===== src/hw/rtl/bor_pkg.sv =====
`default_nettype none
package bor_pkg;

    // Field widths
    localparam int COORD_BITS = 12;
    localparam int FRAC_BITS  = 16;

    // Derived widths: signed overlap extent, areas, denominator, quotient and numerator
    localparam int EXT_W  = COORD_BITS + 2;
    localparam int AREA_W = 2 * COORD_BITS;
    localparam int DEN_W  = AREA_W + 1;
    localparam int QUO_W  = FRAC_BITS + 1;
    localparam int NUM_W  = AREA_W + FRAC_BITS;

    // Queue between the classifying front and the dividing back end
    localparam int QUEUE_DEPTH = 2;
    localparam int QPTR_W      = $clog2(QUEUE_DEPTH);
    localparam int QCNT_W      = $clog2(QUEUE_DEPTH + 1);

    // Mode codes
    localparam logic MODE_IOU = 1'b0;
    localparam logic MODE_IOS = 1'b1;

    // One division job: numerator is inter shifted up by FRAC_BITS
    typedef struct packed {
        logic              hit;
        logic [AREA_W-1:0] inter;
        logic [DEN_W-1:0]  den;
    } t_job;

endpackage
`default_nettype wire


===== src/hw/rtl/bor_front.sv =====
`default_nettype none
module bor_front (
    input  wire logic                          i_clk,
    input  wire logic                          i_rst_n,
    input  wire logic                          i_valid,
    output logic                               o_ready,
    input  wire logic                          i_mode,
    input  wire logic [bor_pkg::COORD_BITS-1:0] i_a_x,
    input  wire logic [bor_pkg::COORD_BITS-1:0] i_a_y,
    input  wire logic [bor_pkg::COORD_BITS-1:0] i_a_width,
    input  wire logic [bor_pkg::COORD_BITS-1:0] i_a_height,
    input  wire logic [bor_pkg::COORD_BITS-1:0] i_b_x,
    input  wire logic [bor_pkg::COORD_BITS-1:0] i_b_y,
    input  wire logic [bor_pkg::COORD_BITS-1:0] i_b_width,
    input  wire logic [bor_pkg::COORD_BITS-1:0] i_b_height,
    output logic                               o_job_valid,
    input  wire logic                          i_job_ready,
    output bor_pkg::t_job                      o_job
);

    localparam int CB = bor_pkg::COORD_BITS;
    localparam int EW = bor_pkg::EXT_W;
    localparam int AW = bor_pkg::AREA_W;
    localparam int DW = bor_pkg::DEN_W;

    logic r_va, r_vb, r_vc;
    logic w_adv;

    // Stage A registers: overlap extents and box sizes
    logic                 r_a_mode;
    logic                 r_a_hit;
    logic [CB-1:0]        r_a_iw, r_a_ih;
    logic [CB-1:0]        r_a_aw, r_a_ah, r_a_bw, r_a_bh;

    // Stage B registers: the three products
    logic                 r_b_mode;
    logic                 r_b_hit;
    logic [AW-1:0]        r_b_inter, r_b_area_a, r_b_area_b;

    // Stage C register: the finished job
    bor_pkg::t_job        r_job;

    logic signed [EW-1:0] n_iw, n_ih;
    logic                 n_hit;
    logic [DW-1:0]        n_den;
    bor_pkg::t_job        n_job;

    // Signed overlap extent on one axis: l1 + l2 - (max end - min start)
    function automatic logic signed [EW-1:0] axis_ext(
        input logic [CB-1:0] p1, input logic [CB-1:0] l1,
        input logic [CB-1:0] p2, input logic [CB-1:0] l2
    );
        logic [CB:0] e1, e2, hi, lo;
        begin
            e1 = {1'b0, p1} + {1'b0, l1};
            e2 = {1'b0, p2} + {1'b0, l2};
            hi = (e1 > e2) ? e1 : e2;
            lo = (p1 < p2) ? {1'b0, p1} : {1'b0, p2};
            axis_ext = $signed({2'b00, l1}) + $signed({2'b00, l2})
                     - $signed({1'b0, hi - lo});
        end
    endfunction

    // The whole front pipeline moves together when its last stage can drain
    assign w_adv   = !r_vc || i_job_ready;
    assign o_ready = w_adv;

    always_comb begin
        n_iw  = axis_ext(i_a_x, i_a_width, i_b_x, i_b_width);
        n_ih  = axis_ext(i_a_y, i_a_height, i_b_y, i_b_height);
        n_hit = !n_iw[EW-1] && (n_iw != '0) && !n_ih[EW-1] && (n_ih != '0);
    end

    // Denominator selection; a miss or an empty denominator divides zero by one
    always_comb begin
        if (r_b_mode == bor_pkg::MODE_IOS) begin
            n_den = (r_b_area_a < r_b_area_b) ? {1'b0, r_b_area_a} : {1'b0, r_b_area_b};
        end else begin
            n_den = {1'b0, r_b_area_a} + {1'b0, r_b_area_b} - {1'b0, r_b_inter};
        end
        n_job.hit = r_b_hit;
        if (!r_b_hit || n_den == '0) begin
            n_job.inter = '0;
            n_job.den   = DW'(1);
        end else begin
            n_job.inter = r_b_inter;
            n_job.den   = n_den;
        end
    end

    // Stage valid flags
    always_ff @(posedge i_clk) begin
        if (!i_rst_n) begin
            r_va <= 1'b0;
            r_vb <= 1'b0;
            r_vc <= 1'b0;
        end else if (w_adv) begin
            r_va <= i_valid;
            r_vb <= r_va;
            r_vc <= r_vb;
        end
    end

    // Payload registers
    always_ff @(posedge i_clk) begin
        if (w_adv) begin
            r_a_mode   <= i_mode;
            r_a_hit    <= n_hit;
            r_a_iw     <= n_iw[CB-1:0];
            r_a_ih     <= n_ih[CB-1:0];
            r_a_aw     <= i_a_width;
            r_a_ah     <= i_a_height;
            r_a_bw     <= i_b_width;
            r_a_bh     <= i_b_height;
            r_b_mode   <= r_a_mode;
            r_b_hit    <= r_a_hit;
            r_b_inter  <= r_a_iw * r_a_ih;
            r_b_area_a <= r_a_aw * r_a_ah;
            r_b_area_b <= r_a_bw * r_a_bh;
            r_job      <= n_job;
        end
    end

    assign o_job_valid = r_vc;
    assign o_job       = r_job;

endmodule
`default_nettype wire


===== src/hw/rtl/bor_queue.sv =====
`default_nettype none
module bor_queue (
    input  wire logic          i_clk,
    input  wire logic          i_rst_n,
    input  wire logic          i_valid,
    output logic               o_ready,
    input  wire bor_pkg::t_job i_job,
    output logic               o_valid,
    input  wire logic          i_ready,
    output bor_pkg::t_job      o_job
);

    localparam int PW = bor_pkg::QPTR_W;
    localparam int CW = bor_pkg::QCNT_W;

    bor_pkg::t_job r_mem [bor_pkg::QUEUE_DEPTH];
    logic [PW-1:0] r_wr, r_rd;
    logic [CW-1:0] r_cnt;
    logic          w_push, w_pop;

    assign o_ready = (r_cnt != CW'(bor_pkg::QUEUE_DEPTH));
    assign o_valid = (r_cnt != '0);
    assign o_job   = r_mem[r_rd];
    assign w_push  = i_valid && o_ready;
    assign w_pop   = o_valid && i_ready;

    // Pointers and fill count
    always_ff @(posedge i_clk) begin
        if (!i_rst_n) begin
            r_wr  <= '0;
            r_rd  <= '0;
            r_cnt <= '0;
        end else begin
            if (w_push) begin
                r_wr <= (r_wr == PW'(bor_pkg::QUEUE_DEPTH - 1)) ? '0 : r_wr + 1'b1;
            end
            if (w_pop) begin
                r_rd <= (r_rd == PW'(bor_pkg::QUEUE_DEPTH - 1)) ? '0 : r_rd + 1'b1;
            end
            r_cnt <= r_cnt + CW'(w_push) - CW'(w_pop);
        end
    end

    // Storage
    always_ff @(posedge i_clk) begin
        if (w_push) begin
            r_mem[r_wr] <= i_job;
        end
    end

endmodule
`default_nettype wire


===== src/hw/rtl/bor_div.sv =====
`default_nettype none
module bor_div (
    input  wire logic                         i_clk,
    input  wire logic                         i_rst_n,
    input  wire logic                         i_valid,
    output logic                              o_ready,
    input  wire bor_pkg::t_job                i_job,
    output logic                              o_valid,
    input  wire logic                         i_ready,
    output logic [bor_pkg::QUO_W-1:0]         o_ratio,
    output logic                              o_overlaps
);

    localparam int QW = bor_pkg::QUO_W;
    localparam int DW = bor_pkg::DEN_W;
    localparam int NW = bor_pkg::NUM_W;

    // One quotient bit is settled in each stage
    typedef struct packed {
        logic          hit;
        logic [DW-1:0] rem;
        logic [DW-1:0] den;
        logic [QW-1:0] nlow;
        logic [QW-1:0] quo;
    } t_stage;

    logic          r_v  [QW];
    t_stage        r_st [QW];
    t_stage        w_in [QW];
    t_stage        w_out[QW];
    logic [NW-1:0] w_num;
    logic          w_adv;

    assign w_adv   = !r_v[QW-1] || i_ready;
    assign o_ready = w_adv;

    // Quotient stays below 2^QW, so the top numerator bits start as remainder
    always_comb begin
        w_num        = {i_job.inter, {bor_pkg::FRAC_BITS{1'b0}}};
        w_in[0].hit  = i_job.hit;
        w_in[0].rem  = DW'(w_num >> QW);
        w_in[0].den  = i_job.den;
        w_in[0].nlow = w_num[QW-1:0];
        w_in[0].quo  = '0;
        for (int k = 1; k < QW; k++) begin
            w_in[k] = r_st[k-1];
        end
    end

    // Restoring step in each stage
    always_comb begin
        logic [DW:0] t;
        logic        ge;
        for (int k = 0; k < QW; k++) begin
            t             = {w_in[k].rem, w_in[k].nlow[QW-1]};
            ge            = (t >= {1'b0, w_in[k].den});
            w_out[k].hit  = w_in[k].hit;
            w_out[k].den  = w_in[k].den;
            w_out[k].rem  = ge ? DW'(t - {1'b0, w_in[k].den}) : DW'(t);
            w_out[k].nlow = {w_in[k].nlow[QW-2:0], 1'b0};
            w_out[k].quo  = {w_in[k].quo[QW-2:0], ge};
        end
    end

    // Stage valid flags
    always_ff @(posedge i_clk) begin
        if (!i_rst_n) begin
            for (int k = 0; k < QW; k++) begin
                r_v[k] <= 1'b0;
            end
        end else if (w_adv) begin
            r_v[0] <= i_valid;
            for (int k = 1; k < QW; k++) begin
                r_v[k] <= r_v[k-1];
            end
        end
    end

    // Stage payload
    always_ff @(posedge i_clk) begin
        if (w_adv) begin
            for (int k = 0; k < QW; k++) begin
                r_st[k] <= w_out[k];
            end
        end
    end

    assign o_valid    = r_v[QW-1];
    assign o_ratio    = r_st[QW-1].quo;
    assign o_overlaps = r_st[QW-1].hit;

endmodule
`default_nettype wire


===== src/hw/rtl/box_overlap_ratio_top.sv =====
// Three front stages classify the pair and form the denominator, the queue registers each job,
// and a 17-stage restoring divider settles one quotient bit per stage.
// Throughput: one box pair per cycle while the output is not stalled; the divider stages are fully pipelined.
// Reset: synchronous, active low; it empties every stage and the queue, payload is kept.
`default_nettype none
module box_overlap_ratio_top (
    input  wire logic                           i_clk,
    input  wire logic                           i_rst_n,
    input  wire logic                           i_valid,
    output logic                                o_ready,
    input  wire logic                           i_mode,
    input  wire logic [bor_pkg::COORD_BITS-1:0] i_a_x,
    input  wire logic [bor_pkg::COORD_BITS-1:0] i_a_y,
    input  wire logic [bor_pkg::COORD_BITS-1:0] i_a_width,
    input  wire logic [bor_pkg::COORD_BITS-1:0] i_a_height,
    input  wire logic [bor_pkg::COORD_BITS-1:0] i_b_x,
    input  wire logic [bor_pkg::COORD_BITS-1:0] i_b_y,
    input  wire logic [bor_pkg::COORD_BITS-1:0] i_b_width,
    input  wire logic [bor_pkg::COORD_BITS-1:0] i_b_height,
    output logic                                o_valid,
    input  wire logic                           i_ready,
    output logic [bor_pkg::QUO_W-1:0]           o_ratio,
    output logic                                o_overlaps
);

    logic          w_f_valid, w_f_ready;
    bor_pkg::t_job w_f_job;
    logic          w_q_valid, w_q_ready;
    bor_pkg::t_job w_q_job;

    // Front: overlap extents, areas and denominator
    bor_front u_front (
        .i_clk       (i_clk),
        .i_rst_n     (i_rst_n),
        .i_valid     (i_valid),
        .o_ready     (o_ready),
        .i_mode      (i_mode),
        .i_a_x       (i_a_x),
        .i_a_y       (i_a_y),
        .i_a_width   (i_a_width),
        .i_a_height  (i_a_height),
        .i_b_x       (i_b_x),
        .i_b_y       (i_b_y),
        .i_b_width   (i_b_width),
        .i_b_height  (i_b_height),
        .o_job_valid (w_f_valid),
        .i_job_ready (w_f_ready),
        .o_job       (w_f_job)
    );

    // Short queue decoupling the two halves
    bor_queue u_queue (
        .i_clk   (i_clk),
        .i_rst_n (i_rst_n),
        .i_valid (w_f_valid),
        .o_ready (w_f_ready),
        .i_job   (w_f_job),
        .o_valid (w_q_valid),
        .i_ready (w_q_ready),
        .o_job   (w_q_job)
    );

    // Back: pipelined fixed-point divider
    bor_div u_div (
        .i_clk      (i_clk),
        .i_rst_n    (i_rst_n),
        .i_valid    (w_q_valid),
        .o_ready    (w_q_ready),
        .i_job      (w_q_job),
        .o_valid    (o_valid),
        .i_ready    (i_ready),
        .o_ratio    (o_ratio),
        .o_overlaps (o_overlaps)
    );

endmodule
`default_nettype wire

===== config.mk =====
export PLATFORM = sky130hd
export DESIGN_NAME = box_overlap_ratio_top
export DESIGN_NICKNAME = d
export VERILOG_FILES = /design/src/hw/rtl/bor_pkg.sv /design/src/hw/rtl/bor_front.sv /design/src/hw/rtl/bor_queue.sv /design/src/hw/rtl/bor_div.sv /design/src/hw/rtl/box_overlap_ratio_top.sv
export SDC_FILE = /design/constraint.sdc
export NUM_CORES = 2
export LEC_CHECK = 0
export BUFFER_PORTS_ARGS = -buffer_cell sky130_fd_sc_hd__buf_2
export CELL_PAD_IN_SITES_DETAIL_PLACEMENT = 1
export CELL_PAD_IN_SITES_GLOBAL_PLACEMENT = 2
export CORE_ASPECT_RATIO = 1.4
export CORE_MARGIN = 8
export CORE_UTILIZATION = 40
export DETAILED_ROUTE_END_ITERATION = 7
export PLACE_DENSITY = 0.76
export SETUP_SLACK_MARGIN = 0.5
export SLEW_MARGIN = 40
export SYNTH_ARGS = -nofsm -noshare
export SYNTH_HDL_FRONTEND = slang
export SYNTH_SLANG_ARGS = --single-unit

===== constraint.sdc =====
create_clock -name i_clk -period 34.6 [get_ports i_clk]
set_input_delay 6.92 -clock i_clk [delete_from_list [all_inputs] [get_ports i_clk]]
set_output_delay 6.92 -clock i_clk [all_outputs]
set_load 0.01 [all_outputs]

==> impl_results.md <==
- Status: finished clean
- Yosys cell types: between 90 and 100
- Post-Syn Area: 0.0873 mm²
- DR iter-0 viols: 2,146
- Via density: roughly 5.3
- CTS tree: built
- Number of synthesized flops with an enable pin: between 1,000 and 1,500
- Achievable Freq: 0.0652 GHz
- Multi-input gate area: roughly 0.044 mm²
- Fill cells: between 20,000 and 25,000
- CTS Buf Count: 152
- Unrepaired setup endpoints after global routing: false
- CTS root buf: clkbuf_16
- GRT Util Overall: between 10% and 20%
- Worst hold path class: reg -> reg
- CP peak stage delay: about 0.74 ns
- Post-CTS Hold Buffers: 0
- Vias: approximately 58,000
- Worst clock skew: slightly below 0.09 ns
- Clock Latency Late Sink: approximately 0.8 ns
- Count of pins over their slew limit: 0
- Core footprint: 0.218 mm²
- Top cell by count, worst path: a21oi_1
- Area of the die: between 0.2 and 0.25 mm²
- Die Height: roughly 570 µm
- Synth Net Count: roughly 9,000
- Worst hold slack: 0.350 ns
- IO Pins: 121
- Fin crit share: about 44%
- I/O Buffers: 120
- Clock slew at reported path FFs: around 0.07 ns
- H-tree levels: 4
- Final hold violations: 0
- CP max FO: 12
- Post-synthesis instance total: around 7,800
- Commonest cells in the netlist: edfxtp_1 (1,285), inv_1 (1,072), ha_1 (830)
- Initial antenna violation count: 1
- Max clock buf depth: 4
- # setup viols final: 0
- Setup TNS: 0 ns
- Synth warnings: 0
- Relative slew slack: between 40 and 50%
- Reg-to-reg slack, setup: between 20 and 30 ns
- Worst Path Required: 35.14 ns
- Sequential cell area: 0.0387 mm²
- Post-Route WL: between 200 and 250 mm
- Setup CP Type: in -> reg
- Synth area leader: edfxtp_1
- Share of cells above drive strength 1: 9.86%
- DIE WIDTH: around 410 µm
- HPWL Detailed: 192 mm
- Layout area overhead: 9.90%
- Initial core utilization: about two fifths
- Fin nets: 9,197
- Vias in the first global route: 64,200
- Post-layout minimum cycle time: roughly 15 ns
- Sequential share of the synthesized area: around 44%
- Arrival time at the worst endpoint: 15.87 ns
- Post-CTS resize count: 0
- Max-Cap Viols: 0
- Largest net degree at the start of global routing: ~170
- Clock sinks: around 1,300
- Post-DRT Antenna Nets: 0
- GPL Wtd Cong: between 0.8 and 0.9
- WL per Instance: roughly 22 µm
- Fraction of registers with async set/reset: 0%
- First-pass GRT wire length: 367 mm
- Top FF cell, synth: edfxtp_1
- GRT overflow: 0
- Top-area cell type share of the netlist area: approximately 44%
- Slew @ Worst Pin: around 0.9 ns
- Number of remaining DRC errors: 0
- Worst setup SP type: input port
- Most instantiated library cell after synthesis: edfxtp_1
- Syn Area/Cell: between 10 and 15 µm²
- Largest cells by area after synthesis: edfxtp_1 (44%), ha_1 (12%), fa_1 (8.0%), inv_1 (4.6%), mux2_2 (4.2%)
- Flop and latch count out of synthesis: approximately 1,300
- Setup Fix Bufs, Post-CTS: 0
- # rows: approximately 200
- Initial DRT Pass Iterations: 5
- Critical-path top delay cell: o41a_1
- Critical Path Sink Type: register
## metrics by stage
stage	cells	utilization, %	cell area (µm²)	setup WS [ns]
3_3_place_gp	10600	41.9	91100	18.23
6_report	10900	44.1	96000	19.27
5_1_grt	10900	44.1	96000	18.49
3_5_place_dp	10600	41.9	91200	18.36
2_1_floorplan	7763	-	87300	14.06
4_1_cts	10900	44.1	95900	19.21
## worst paths after layout
check                startpoint                    end  cells after the start
max               i_b_height[0]        u_front.r_a_hit                     43
min          u_div.r_st[0][335]     u_div.r_st[0][419]                      0
max reg2reg   u_front.r_a_iw[5]  u_front.r_b_inter[23]                     18
min reg2reg  u_div.r_st[0][335]     u_div.r_st[0][419]                      0
## layout make-up
cell class,count,area share (%)
Timing Repair Buffer,166,1.12
Clock inverter,90,0.812
Tap cell,2870,3.74
Inverter,1072,4.21
Clock buffer,171,4.06
Sequential cell,1293,40.4
Antenna cell,1,0.00261
Multi-Input combinational cell,5231,45.7
## sequential cells by signal, indices dropped and copies added (netlist names), 2 cells and up, named ones only
register            count
u_queue.r_cnt           2
u_front.r_a_iw         12
u_front.r_b_inter      24
u_front.r_a_ih         12
u_div.r_v              17
u_queue.r_mem         100
u_front.r_b_area_a     24
u_front.r_a_aw         12
u_front.r_a_bh         12
u_front.r_a_ah         12
u_front.r_a_bw         12
u_div.r_st            970
u_front.o_job          50
u_front.r_b_area_b     24
## layout by cell type, fill, tap and decap left out, types with 52 or more instances in the layout
| cell | n |
|---|---|
| nor2b_1 | 101 |
| nand2_1 | 591 |
| o21a_1 | 82 |
| clkbuf_16 | 153 |
| nand4_1 | 74 |
| inv_1 | 1071 |
| xor2_1 | 176 |
| mux2_2 | 322 |
| a21oi_1 | 399 |
| buf_2 | 120 |
| nand2b_1 | 69 |
| edfxtp_1 | 1285 |
| xnor2_1 | 321 |
| and2_1 | 165 |
| nor3_1 | 116 |
| and3_1 | 63 |
| mux2i_1 | 91 |
| fa_1 | 350 |
| nand3_1 | 87 |
| o21ai_0 | 262 |
| o21bai_1 | 53 |
| a21o_1 | 214 |
| nor2_1 | 347 |
| ha_1 | 830 |
| a211oi_1 | 52 |
## routing by layer
| metal | up-vias | wire (µm) | global-route usage [%] | part of all wire, % |
|---|---|---|---|---|
| met2 | 812 | 136000 | 41.2 | 57 |
| met1 | 29000 | 82000 | 18.9 | 34 |
| li1 | 27600 | - | - | - |
| met4 | 0 | 14900 | 10.6 | 6.2 |
| met5 | - | 0 | 0 | 0 |
| met3 | 508 | 5390 | 2.15 | 2.3 |
## worst max-delay path, delay by kind of cell
kind | cells | cell delay (ns)
XOR/XNOR | 2 | 0.32
buffers and inverters | 5 | 0.41
AND/OR/NAND/NOR | 12 | 1.96
adder cells (fa/ha/maj) | 6 | 1.83
AO/OA/AOI/OAI | 17 | 4.13
multiplexers | 1 | 0.27
## cell families (layout without fill, tap and decap cells)
kind of cell / after synthesis / after routing / share of synthesized area (%)
multiplexers: 414 / 414 / 5.21
AND/OR/NAND/NOR: 1803 / 1803 / 10.2
adder cells (fa/ha/maj): 1180 / 1180 / 19.9
other: 0 / 1 / 0
flip-flops: 1293 / 1293 / 44.4
buffers and inverters: 1239 / 1499 / 5.48
AO/OA/AOI/OAI: 1337 / 1337 / 9.89
XOR/XNOR: 497 / 497 / 4.98
Power is not shown: default switching activity piles up to over one toggle a cycle in this logic, so the estimate is an artifact.
